[config.mk]
export PLATFORM = sky130hd
export DESIGN_NAME = kml_div
export DESIGN_NICKNAME = d
export VERILOG_FILES = /design/src/rtl/core/kml_pkg.sv /design/src/rtl/core/kml_div.sv
export SDC_FILE = /design/constraint.sdc
export NUM_CORES = 1
export LEC_CHECK = 0
export BUFFER_PORTS_ARGS = -buffer_cell sky130_fd_sc_hd__clkbuf_2
export CORE_ASPECT_RATIO = 1.1
export CORE_UTILIZATION = 50
export CTS_BUF_LIST = sky130_fd_sc_hd__clkbuf_4 sky130_fd_sc_hd__clkbuf_8 sky130_fd_sc_hd__clkbuf_16
export CTS_CLUSTER_DIAMETER = 100
export DETAILED_ROUTE_END_ITERATION = 8
export GPL_TIMING_DRIVEN = 0
export PLACE_DENSITY_LB_ADDON = 0.12
export SYNTH_ARGS = -nofsm -noshare
export SYNTH_HDL_FRONTEND = slang
export SYNTH_SLANG_ARGS = --single-unit
[constraint.sdc]
create_clock -name clk_i -period 3.8 [get_ports clk_i]
set_input_delay 0.76 -clock clk_i [delete_from_list [all_inputs] [get_ports clk_i]]
set_output_delay 0.76 -clock clk_i [all_outputs]
set_load 0.01 [all_outputs]
[src/rtl/core/kml_pkg.sv]
package kml_pkg;

  localparam int unsigned MaxPoints   = 1024;
  localparam int unsigned MaxClusters = 16;
  localparam int unsigned MaxDims     = 8;

  localparam int unsigned PidxW = 10;
  localparam int unsigned CidxW = 4;
  localparam int unsigned DidxW = 3;
  localparam int unsigned CoordW = 16;
  localparam int unsigned SumW = 26;
  localparam int unsigned CntW = 11;

  localparam logic [2:0] ReqLoadPoint = 3'd0;
  localparam logic [2:0] ReqLoadCent  = 3'd1;
  localparam logic [2:0] ReqRun       = 3'd2;
  localparam logic [2:0] ReqReadLabel = 3'd3;
  localparam logic [2:0] ReqReadCent  = 3'd4;

  localparam logic [1:0] KindRun   = 2'd0;
  localparam logic [1:0] KindLabel = 2'd1;
  localparam logic [1:0] KindCent  = 2'd2;

  localparam logic [1:0] CfgNumPoints   = 2'd0;
  localparam logic [1:0] CfgNumClusters = 2'd1;
  localparam logic [1:0] CfgNumDims     = 2'd2;
  localparam logic [1:0] CfgMaxIter     = 2'd3;

  typedef enum logic [4:0] {
    S_LCLR, S_IDLE, S_RD_OUT, S_RUN_CHK, S_AS_RD, S_AS_MUL, S_AS_ACC, S_AS_CMP,
    S_AS_LRD, S_AS_LWR, S_IT_END, S_SC, S_UL_RD, S_UL_LAB, S_UP_RD, S_UP_WR,
    S_DV_RD, S_DV_GO, S_DV_WT, S_UPD_END, S_DONE
  } kml_state_e;

  typedef struct packed {
    logic busy;
    logic done;
  } kml_div_stat_t;

endpackage

[src/rtl/core/kml_div.sv]
module kml_div (
  input  logic                              clk_i,
  input  logic                              rst_ni,
  input  logic                              start_i,
  input  logic signed [kml_pkg::SumW-1:0]   dividend_i,
  input  logic        [kml_pkg::CntW-1:0]   divisor_i,
  output kml_pkg::kml_div_stat_t            stat_o,
  output logic signed [kml_pkg::SumW-1:0]   quotient_o
);

  logic                      busy_q, done_q, neg_q;
  logic [4:0]                cnt_q;
  logic [kml_pkg::SumW-1:0]  q_q;
  logic [kml_pkg::CntW:0]    rem_q;
  logic [kml_pkg::CntW-1:0]  div_q;
  logic [kml_pkg::CntW:0]    trial;
  logic                      fits;

  assign trial = {rem_q[kml_pkg::CntW-1:0], q_q[kml_pkg::SumW-1]};
  assign fits  = trial >= {1'b0, div_q};

  always_ff @(posedge clk_i or negedge rst_ni) begin
    if (!rst_ni) begin
      busy_q <= 1'b0;
      done_q <= 1'b0;
      cnt_q  <= '0;
    end else begin
      done_q <= 1'b0;
      if (start_i) begin
        busy_q <= 1'b1;
        cnt_q  <= 5'(kml_pkg::SumW);
      end else if (busy_q) begin
        cnt_q <= cnt_q - 5'd1;
        if (cnt_q == 5'd1) begin
          busy_q <= 1'b0;
          done_q <= 1'b1;
        end
      end
    end
  end

  always_ff @(posedge clk_i) begin
    if (start_i) begin
      neg_q <= dividend_i[kml_pkg::SumW-1];
      q_q   <= dividend_i[kml_pkg::SumW-1] ? -dividend_i : dividend_i;
      rem_q <= '0;
      div_q <= divisor_i;
    end else if (busy_q) begin
      rem_q <= fits ? trial - {1'b0, div_q} : trial;
      q_q   <= {q_q[kml_pkg::SumW-2:0], fits};
    end
  end

  assign quotient_o  = neg_q ? -$signed(q_q) : $signed(q_q);
  assign stat_o.busy = busy_q;
  assign stat_o.done = done_q;

endmodule

==> metrics, run 1 <==
CP top delay family simple AND/OR/NAND/NOR gates; die height 94.4 um; initial antenna violation count 0; status finished, final reports clean; Crit path top cell by count or3_4; syn_area_per_cell 9.20 um^2; hold crit path type in -> async; setup TNS 0 ns; PwrDens 466 nW/um^2; I/O pin total 68; Min Clock Period, post-route 3.48 ns; CP Launch Type flip-flop; Pre-Repair DR Iteration Count 4; skew final 0.0164 ns; Post-Synthesis Cells 422; RSZ-0062 raised after global routing no; crit-path max cell delay 0.49 ns; Initial Utilization 51.9%; sequential share of power 41.6%; Nets 552; share of post-route cells with drive strength above 1 18.5%; Synthesized Nets 478; ys async rst share 12.5%; NetSw 0.777 mW; Synth cell types 49; Setup Crit Path Kind reg -> out; placed cell count 594; MaxCap Viol Count 0; Post-synth EDFFs 38; post-synthesis sequential area ratio 39.6%; CP Cell Sequence or3_1 -> or3_4 -> or2_1 -> or3_4 -> o31ai_4 -> xnor2_1 -> clkbuf_2; worst path bufs/invs 1; Main synth FF type edfxtp_1; gr usage total 23.1%; Worst-Margin Slew 0.687 ns; CTS tree built; Final Hold Fails 0; final instance area 4440 um^2; Placeable Area 7470 um^2; first-pass GRT wire length 14600 um; Sw Share 37.5%; Rows 33; Worst path slowest cell edfxtp_1; Clock Power Share 16.8%; post-DR vias/cell 5.41; clock buffer depth 2; total number of vias 3259; Power Internal 1.29 mW; Final ANT Viol Nets 0; max-slew violations 0; vias in the first global route 3145; combinational power share 41.7%; Max-slew headroom 54.2%; grt total ovfl 0; clock sink count 56; Non-Filler Instances 602; register bit total from synthesis 56; CP Max Fanout 5; HPWL after DPL 6840 um; Max VDD drop 302 uV; fin crit share 91.6%; PortBufs 67; # DRC 0; die area 8120 um^2; largest net degree at the start of global routing 27; Netlist Area Pre-Place 3880 um^2; Max Freq 287 MHz; crit end category output pin; # fillers 679; Lkg Pwr 1.78 nW; CP arrival 2.72 ns; cts hold-fix bufs 0; setup-violating endpoint count in the final report 0; H-tree depth 2; Area Overhead vs Synth 14.4%; Synth Warn # 0; Clk pin slew, worst setup/hold paths 0.12 ns; setup bufs post-CTS 0; Clk Tree Root Cell clkbuf_8; routed wire length 8970 um; placed cell area 4350 um^2; wire per inst 14.9 um; DR iter-0 viols 87; post-cts resize count 0; Diodes inserted 0; GPL Wtd Cong 0.892; Critical Path RT 3.04 ns; FF-to-FF setup slack 0.85 ns; CTS buffer count 5; die width 86.0 um; Clk Latency, worst-skew pair 0.32 ns
-- path summary, 6_finish.rpt --
check | from | endpoint | depth (start not counted)
min in group clk_i | rem_q[10]$_SDFFE_PP0P_ | rem_q[10]$_SDFFE_PP0P_ | 2
hold reg to reg | rem_q[10]$_SDFFE_PP0P_ | rem_q[10]$_SDFFE_PP0P_ | 2
hold / removal | rst_ni | cnt_q[4]$_DFFE_PN0P_ | 1
setup / recovery | q_q[3]$_DFFE_PP_ | quotient_o[23] | 7
max in group asynchronous | rst_ni | cnt_q[0]$_DFFE_PN0P_ | 1
setup reg to reg | q_q[25]$_DFFE_PP_ | rem_q[9]$_SDFFE_PP0P_ | 10
-- registers in the layout, summed over array words and instances, names as in the netlist --
signal and flops:
done_q 1, div_q 11, rem_q 11, busy_q 1, neg_q 1, q_q 26
cnt_q 5
-- kinds of logic after synthesis --
| logic type | Yosys count | synth area share (%) |
|---|---|---|
| simple gates | 138 | 18.2 |
| fa+ha+maj | 16 | 5.35 |
| xor+xnor | 55 | 12.4 |
| flops | 56 | 39.6 |
| mux | 11 | 2.93 |
| buf+inv | 44 | 4.58 |
| compound gates | 102 | 17.0 |
-- metal layers --
metal	vias to the layer above	GRT usage (%)	wire, um
met5	-	0	0
met4	0	8.06	129
met3	10	2.71	261
met2	66	42.2	4700
met1	1524	28.1	3880
li1	1659	-	-
-- power groups by stage --
| stage | clock network (mW) | registers [mW] | logic (mW) |
|---|---|---|---|
| final | 0.347 | 0.861 | 0.863 |
| after global routing | 0.369 | 0.875 | 0.975 |
| after CTS | 0.352 | 0.859 | 0.864 |
| after detailed placement | 0 | 0.872 | 0.861 |
| after global placement | 0 | 0.870 | 0.836 |
| after floorplan | 0 | 0.842 | 0.652 |
-- stage by stage --
stage	hold WS, ns	setup WS, ns	power (mW)	util [%]
floorplan	0.464	0.906	1.49	-
global placement	0.492	0.692	1.71	58.2
detailed placement	0.495	0.667	1.73	58.2
CTS	0.246	0.304	2.08	59.4
global route	0.243	0.203	2.22	59.4
finish	0.243	0.320	2.07	59.4
-- area by class of cell --
type | instances | area, um^2 | share of cell area [%]
multi-input combinational | 322 | 2170 | 48.8
buffer | 22 | 95.1 | 2.14
timing repair buffer | 67 | 335 | 7.55
clock inverter | 3 | 23.8 | 0.535
tap | 105 | 131 | 2.96
sequential | 56 | 1540 | 34.6
clock buffer | 5 | 68.8 | 1.55
inverter | 22 | 82.6 | 1.86
-- synthesized netlist by cell type, types with 2 or more instances --
| cell | instances | area, um^2 |
|---|---|---|
| nor2_1 | 46 | 173 |
| edfxtp_1 | 38 | 1140 |
| a21oi_1 | 31 | 155 |
| xnor2_1 | 30 | 263 |
| nand2_1 | 27 | 101 |
| xor2_1 | 25 | 219 |
| inv_1 | 22 | 82.6 |
| o21ai_0 | 21 | 105 |
| clkbuf_1 | 17 | 63.8 |
| ha_1 | 15 | 188 |
| dfxtp_1 | 11 | 220 |
| nand2b_1 | 11 | 68.8 |
| o31ai_1 | 11 | 82.6 |
| or3_1 | 10 | 62.6 |
| a211oi_1 | 8 | 60.1 |
| mux2i_1 | 8 | 80.1 |
| dfrtp_1 | 7 | 175 |
| nand3_1 | 7 | 35.0 |
| nor4_1 | 5 | 31.3 |
| o21a_1 | 5 | 37.5 |
| o21ai_1 | 5 | 25.0 |
| or2_2 | 5 | 31.3 |
| or4_1 | 5 | 37.5 |
| nor3_1 | 4 | 20.0 |
| o41ai_1 | 4 | 35.0 |
| buf_4 | 3 | 22.5 |
| mux2_2 | 3 | 33.8 |
| nor2b_1 | 3 | 18.8 |
| o211ai_1 | 3 | 22.5 |
| o22ai_1 | 3 | 18.8 |
| o31a_1 | 3 | 26.3 |
| a21o_1 | 2 | 15.0 |
| a311oi_1 | 2 | 17.5 |
| nand4_1 | 2 | 12.5 |
| nand4b_1 | 2 | 17.5 |
| nor3b_1 | 2 | 15.0 |
| nor4bb_1 | 2 | 20.0 |
| o31ai_4 | 2 | 42.5 |
| or3_4 | 2 | 22.5 |
-- cells in the final DEF, fill, tap and decap left out, drive strengths merged, types with 7 or more instances in the layout --
cell	count
o21ai	26
inv	22
xnor2	30
nor2	46
nand2b	11
a211oi	8
mux2i	8
clkbuf	89
dfrtp	7
xor2	25
nand3	7
nand2	27
o31ai	13
dfxtp	11
ha	15
or3	12
edfxtp	38
a21oi	31
No activity file was read; power rests on OpenSTA's default activity.
==> inputs of run 2 (changes only) <==
==> constraint.sdc (replaced) <==
create_clock -name clk_i -period 3.8 [get_ports clk_i]
set_input_delay 0.38 -clock clk_i [delete_from_list [all_inputs] [get_ports clk_i]]
set_output_delay 0.38 -clock clk_i [all_outputs]
set_load 0.01 [all_outputs]
==> run 2 against run 1 <==
  * Die area unchanged
  * Sequential cell count did not move
  * Register-to-register slack barely moved
  * Via count rose by 0.89%
==> metrics, run 2 (same netlist as run 1, synthesis figures left out) <==
post-cts resize count 0 (unchanged); first-pass GRT wire length 14600 um (about the same); grt total ovfl 0 (unchanged); setup TNS 0 ns (unchanged); die width 86.0 um (unchanged); fin crit share 81.7% (was 91.6%); Min Clock Period, post-route 3.10 ns (was 3.48 ns); share of post-route cells with drive strength above 1 18.5% (about the same); Lkg Pwr 1.79 nW (was 1.78 nW); clock sink count 56 (unchanged); cts hold-fix bufs 1 (was 0); Crit path top cell by count or3_4 (unchanged); Max VDD drop 300 uV (was 302 uV); Worst path slowest cell edfxtp_1 (unchanged); die area 8120 um^2 (unchanged); Initial Utilization 51.9% (unchanged); crit end category output pin (unchanged); CP Cell Sequence or3_1 -> or3_4 -> or2_1 -> or3_4 -> o31ai_4 -> xnor2_1 -> clkbuf_2 (unchanged); skew final 0.0163 ns (was 0.0164 ns); total number of vias 3288 (was 3259); gr usage total 23.1% (about the same); Largest register FFs 26 (unchanged); vias in the first global route 3151 (was 3145); Placeable Area 7470 um^2 (unchanged); initial antenna violation count 0 (unchanged); Pre-Repair DR Iteration Count 4 (unchanged); setup bufs post-CTS 0 (unchanged); CP Launch Type flip-flop (unchanged); Critical Path RT 3.42 ns (was 3.04 ns); Clk Latency, worst-skew pair 0.32 ns (about the same); Diodes inserted 0 (unchanged); Non-Filler Instances 603 (was 602); Max Freq 322 MHz (was 287 MHz); PortBufs 67 (unchanged); RSZ-0062 raised after global routing no (unchanged); Rows 33 (unchanged); H-tree depth 2 (unchanged); Setup Crit Path Kind reg -> out (unchanged); die height 94.4 um (unchanged); CTS buffer count 5 (unchanged); Clk Tree Root Cell clkbuf_8 (unchanged); HPWL after DPL 6840 um (unchanged); status finished, final reports clean (unchanged); Area Overhead vs Synth 14.7% (was 14.4%); Clk pin slew, worst setup/hold paths 0.11 ns (was 0.12 ns); CP arrival 2.72 ns (about the same); Max-slew headroom 54.0% (was 54.2%); hold crit path type in -> reg (was in -> async); Final ANT Viol Nets 0 (unchanged); clock buffer depth 2 (unchanged); CP Max Fanout 5 (unchanged); crit-path max cell delay 0.49 ns (about the same); most frequent cells in the layout clkbuf_2, nor2_1, edfxtp_1 (unchanged); DR iter-0 viols 97 (was 87); MaxCap Viol Count 0 (unchanged); largest net degree at the start of global routing 27 (unchanged); PwrDens 465 nW/um^2 (was 466 nW/um^2); # DRC 0 (unchanged); commonest non-fill, non-tap cell in the layout clkbuf_2 (unchanged); Nets 553 (was 552); GPL Wtd Cong 0.892 (unchanged); I/O pin total 68 (unchanged); Worst-Margin Slew 0.690 ns (was 0.687 ns); Regs by FF count q_q x26, div_q x11, rem_q x11 (unchanged); Final Hold Fails 0 (unchanged); setup-violating endpoint count in the final report 0 (unchanged); routed wire length 8960 um (was 8970 um); max-slew violations 0 (unchanged); post-DR vias/cell 5.45 (was 5.41); wire per inst 14.9 um (about the same); Most flops, register q_q (unchanged); placed cell count 594 (unchanged); CTS tree built (unchanged)
-- run 2: cell types whose count changed in the layout (fill, tap and decap cells not counted), sizes merged --
cell	delta
dlygate4sd3	+1
-- run 2: critical path, delay by kind of cell, from the launching register on --
kind	cells	cell delay, ns
xor gates and xnor gates	1	0.15
DFF	1	0.49
buffers and inverters	1	0.17
AOI/OAI and AO/OA	1	0.19
and+or+nand+nor	4	1.41
-- run 2: path summary, 6_finish.rpt --
path	start	end	slack (ns)	cells past startpoint
max	q_q[3]$_DFFE_PP_	quotient_o[23]	0.70	7
min	divisor_i[10]	div_q[10]$_DFFE_PP_	0.24	1
max reg2reg	q_q[25]$_DFFE_PP_	rem_q[9]$_SDFFE_PP0P_	0.86	10
min reg2reg	rem_q[10]$_SDFFE_PP0P_	rem_q[10]$_SDFFE_PP0P_	0.51	2
max in group asynchronous	rst_ni	cnt_q[0]$_DFFE_PN0P_	3.22	2
min in group asynchronous	rst_ni	cnt_q[4]$_DFFE_PN0P_	0.41	2
-- run 2: area by class of cell --
type | count | area (um^2)
tap | 105 | 131
timing repair buffer | 68 | 345
clock buffer | 5 | 68.8
buffer | 22 | 95.1
clock inverter | 3 | 23.8
multi-input combinational | 322 | 2170
inverter | 22 | 82.6
fill | 677 | 3020
sequential | 56 | 1540
-- run 2: report_power, final --
group          leakage [nW]  total [mW]  switching, mW  internal [mW]
Sequential            0.553       0.861         0.0982          0.763
Clock                0.0404       0.346          0.214          0.131
Combinational          1.19       0.863          0.463          0.400
-- run 2: stage by stage --
stage	setup WS, ns	cell area, um^2	hold slack, ns	total power, mW	util (%)
floorplan	1.29	3880	0.0844	1.49	-
global placement	0.959	4350	0.229	1.71	58.2
detailed placement	0.905	4350	0.222	1.73	58.2
CTS	0.684	4450	0.229	2.08	59.6
global route	0.583	4450	0.225	2.22	59.6
finish	0.696	4450	0.236	2.07	59.6
-- run 2: layer usage --
layer | GRT usage [%] | routed length, um | vias up
met1 | 28.1 | 3770 | 1523
met3 | 2.71 | 400 | 11
li1 | - | - | 1659
met4 | 8.06 | 135 | 0
met5 | 0 | 0 | -
met2 | 42.3 | 4660 | 95
==> inputs of run 3 (changes only) <==
Clock period 3.8 ns to 2.7 ns, I/O delays scaled along.
==> run 3 against run 2 <==
  * The run now ends with negative setup slack left
  * Sequential share of layout area decreased by 1.8 points
  * Design area increased by 5.5%
  * Combinational power increased by 61%
  * Sequential power increased by 39%
  * Sequential cell count unchanged
  * First-iteration DRC count increased by 20%
  * Power increased by 49%
  * Register-to-register slack got worse by 0.72 ns
  * Global-route usage increased by 0.85 points
  * Via count increased by 2.5%
  * Largest cell class unchanged
  * Highest routed layer unchanged
==> metrics, run 3 (same netlist as run 1, synthesis figures left out) <==
Lkg Pwr 1.91 nW (was 1.79 nW); placed cell area 4350 um^2 (unchanged); Rows 33 (unchanged); initial antenna violation count 0 (unchanged); CTS tree built (unchanged); Critical Path Stages 7 (unchanged); HPWL after DPL 6840 um (unchanged); Largest register FFs 26 (unchanged); Clk Latency, worst-skew pair 0.33 ns (was 0.32 ns); Max VDD drop 514 uV (was 300 uV); met2 wire len 4950 um (was 4660 um); Clk pin slew, worst setup/hold paths 0.11 ns (about the same); clock buffer depth 2 (unchanged); Worst-Margin Slew 0.688 ns (was 0.690 ns); largest net degree at the start of global routing 27 (unchanged); Final Util 62.8% (was 59.6%); Max Freq 341 MHz; Initial Utilization 51.9% (unchanged); max-slew violations 0 (unchanged); skew final 0.0155 ns (was 0.0163 ns); Diodes inserted 0 (unchanged); CP top delay family simple AND/OR/NAND/NOR gates (unchanged); reg2reg path depth 10 (unchanged); CP Max Fanout 4 (was 5); Regs by FF count q_q x26, div_q x11, rem_q x11 (unchanged); commonest non-fill, non-tap cell in the layout clkbuf_2 (unchanged); vias in the first global route 3254 (was 3151); share of post-route cells with drive strength above 1 24.9% (was 18.5%); failing checks negative setup slack; Setup Crit Path Kind reg -> out (unchanged); Critical Path RT 2.43 ns (was 3.42 ns); Min Clock Period, post-route 2.93 ns; wire per inst 15.0 um (was 14.9 um); Final ANT Viol Nets 0 (unchanged); M1 WL 3990 um (was 3770 um); worst setup margin -0.231 ns (was 0.696 ns); # fillers 659 (was 677); DR WL met3 332 um (was 400 um); first-pass GRT wire length 15200 um (was 14600 um); Nets 574 (was 553); Most flops, register q_q (unchanged); Hold Crit Depth 1 (unchanged); gr usage total 24.0% (was 23.1%); hold crit path type in -> reg (unchanged); # DRC 0 (unchanged); FF-to-FF setup slack 0.14 ns (was 0.86 ns); I/O pin total 68 (unchanged); Pre-Repair DR Iteration Count 5 (was 4); Worst path slowest cell or3_4 (was edfxtp_1); Clk Tree Root Cell clkbuf_8 (unchanged); total number of vias 3370 (was 3288); Final Hold Fails 0 (unchanged); DR iter-0 viols 116 (was 97); H-tree depth 2 (unchanged); fin crit share 109%; PortBufs 67 (unchanged); total power 3.08 mW (was 2.07 mW); clock sink count 56 (unchanged); MaxCap Viol Count 0 (unchanged); status finished with violations (was finished, final reports clean); post-DR vias/cell 5.40 (was 5.45); crit-path max cell delay 0.41 ns (was 0.49 ns); die area 8120 um^2 (unchanged); Max-slew headroom 54.1% (was 54.0%); Crit path top cell by count or3_4 (unchanged); PwrDens 655 nW/um^2 (was 465 nW/um^2); die height 94.4 um (unchanged); Area Overhead vs Synth 21.0% (was 14.7%); GPL Wtd Cong 0.892 (unchanged); die width 86.0 um (unchanged); CP arrival 2.66 ns (was 2.72 ns); setup-violating endpoint count in the final report 4 (was 0); grt total ovfl 0 (unchanged); most frequent cells in the layout clkbuf_2, nor2_1, edfxtp_1 (unchanged); highest metal used met4 (unchanged); CP Launch Type flip-flop (unchanged); RSZ-0062 raised after global routing yes (was no); worst path bufs/invs 1 (unchanged); crit end category output pin (unchanged); CTS buffer count 5 (unchanged); CP Cell Sequence or3_1 -> or3_4 -> or2_4 -> or3_4 -> o31ai_4 -> xnor2_1 -> buf_2 (was or3_1 -> or3_4 -> or2_1 -> or3_4 -> o31ai_4 -> xnor2_1 -> clkbuf_2); final instance area 4700 um^2 (was 4450 um^2); Placeable Area 7470 um^2 (unchanged); routed wire length 9390 um (was 8960 um)
[run 3: changes by cell type in the layout (fill, tap and decap cells not counted), moves of 2 or more]
cell	before	now
a21oi_2	0	2
buf_2	1	4
or3_1	10	8
o21ai_0	21	19
clkbuf_2	67	64
or3_4	2	4
o21ai_1	5	3
buf_4	3	23
o21ai_2	0	3
a21oi_1	31	29
[run 3: through the flow]
stage | instances | worst slack (ns) | TNS [ns] | hold slack, ns
3_3_place_gp | 594 | -0.141 | -0.865 | 0.119
4_1_cts | 615 | -0.235 | -0.802 | 0.119
3_5_place_dp | 594 | -0.195 | -1.35 | 0.112
2_1_floorplan | 422 | 0.296 | 0 | -0.0256
5_1_grt | 624 | -0.301 | -1.17 | 0.115
6_report | 624 | -0.231 | -0.751 | 0.122
[run 3: power by group]
part	internal [mW]	switching, mW	total, mW
clock network	0.185	0.305	0.490
logic	0.661	0.726	1.39
registers	1.07	0.127	1.20
total	1.92	1.16	3.08
[run 3: worst reg2reg max path: stages, from the launching register on]
cell,delay [ns]
edfxtp_1,0.43
inv_1,0.11
ha_1,0.20
fa_1,0.23
nor2b_2,0.07
o31a_1,0.33
o21ai_2,0.33
o21ai_4,0.11
buf_4,0.17
nor4bb_1,0.13
or3_1,0.36
[run 3: path summary, 6_finish.rpt]
| kind | to | startpoint |
|---|---|---|
| max | quotient_o[23] | q_q[4]$_DFFE_PP_ |
| min | div_q[6]$_DFFE_PP_ | divisor_i[6] |
| min in group asynchronous | cnt_q[4]$_DFFE_PN0P_ | rst_ni |
| min reg2reg | rem_q[10]$_SDFFE_PP0P_ | rem_q[10]$_SDFFE_PP0P_ |
| max reg2reg | rem_q[1]$_SDFFE_PP0P_ | q_q[25]$_DFFE_PP_ |
| max in group asynchronous | cnt_q[0]$_DFFE_PN0P_ | rst_ni |
[run 3: what timing repair did]
action,CTS,global route
setup endpoints to repair,18,22
buffers inserted,12,8
hold buffers,1,0
resized for setup,9,16
pin swaps,5,4
gates cloned,0,1
hold endpoints to repair,7,0
[run 3: final cells by class]
cell class	count	area (um^2)	area share, %
multi-input cells	322	2250	47.9
flip-flops and latches	56	1540	32.7
repair buffers	89	500	10.7
well taps	105	131	2.80
plain buffers	22	101	2.16
inverters	22	82.6	1.76
clock buffers	5	68.8	1.47
clock inverters	3	23.8	0.506
[run 3: routing by layer]
metal,global-route usage [%],vias up
met5,0,-
met4,8.06,0
met3,2.88,9
met2,44.2,90
met1,28.9,1570
li1,-,1701
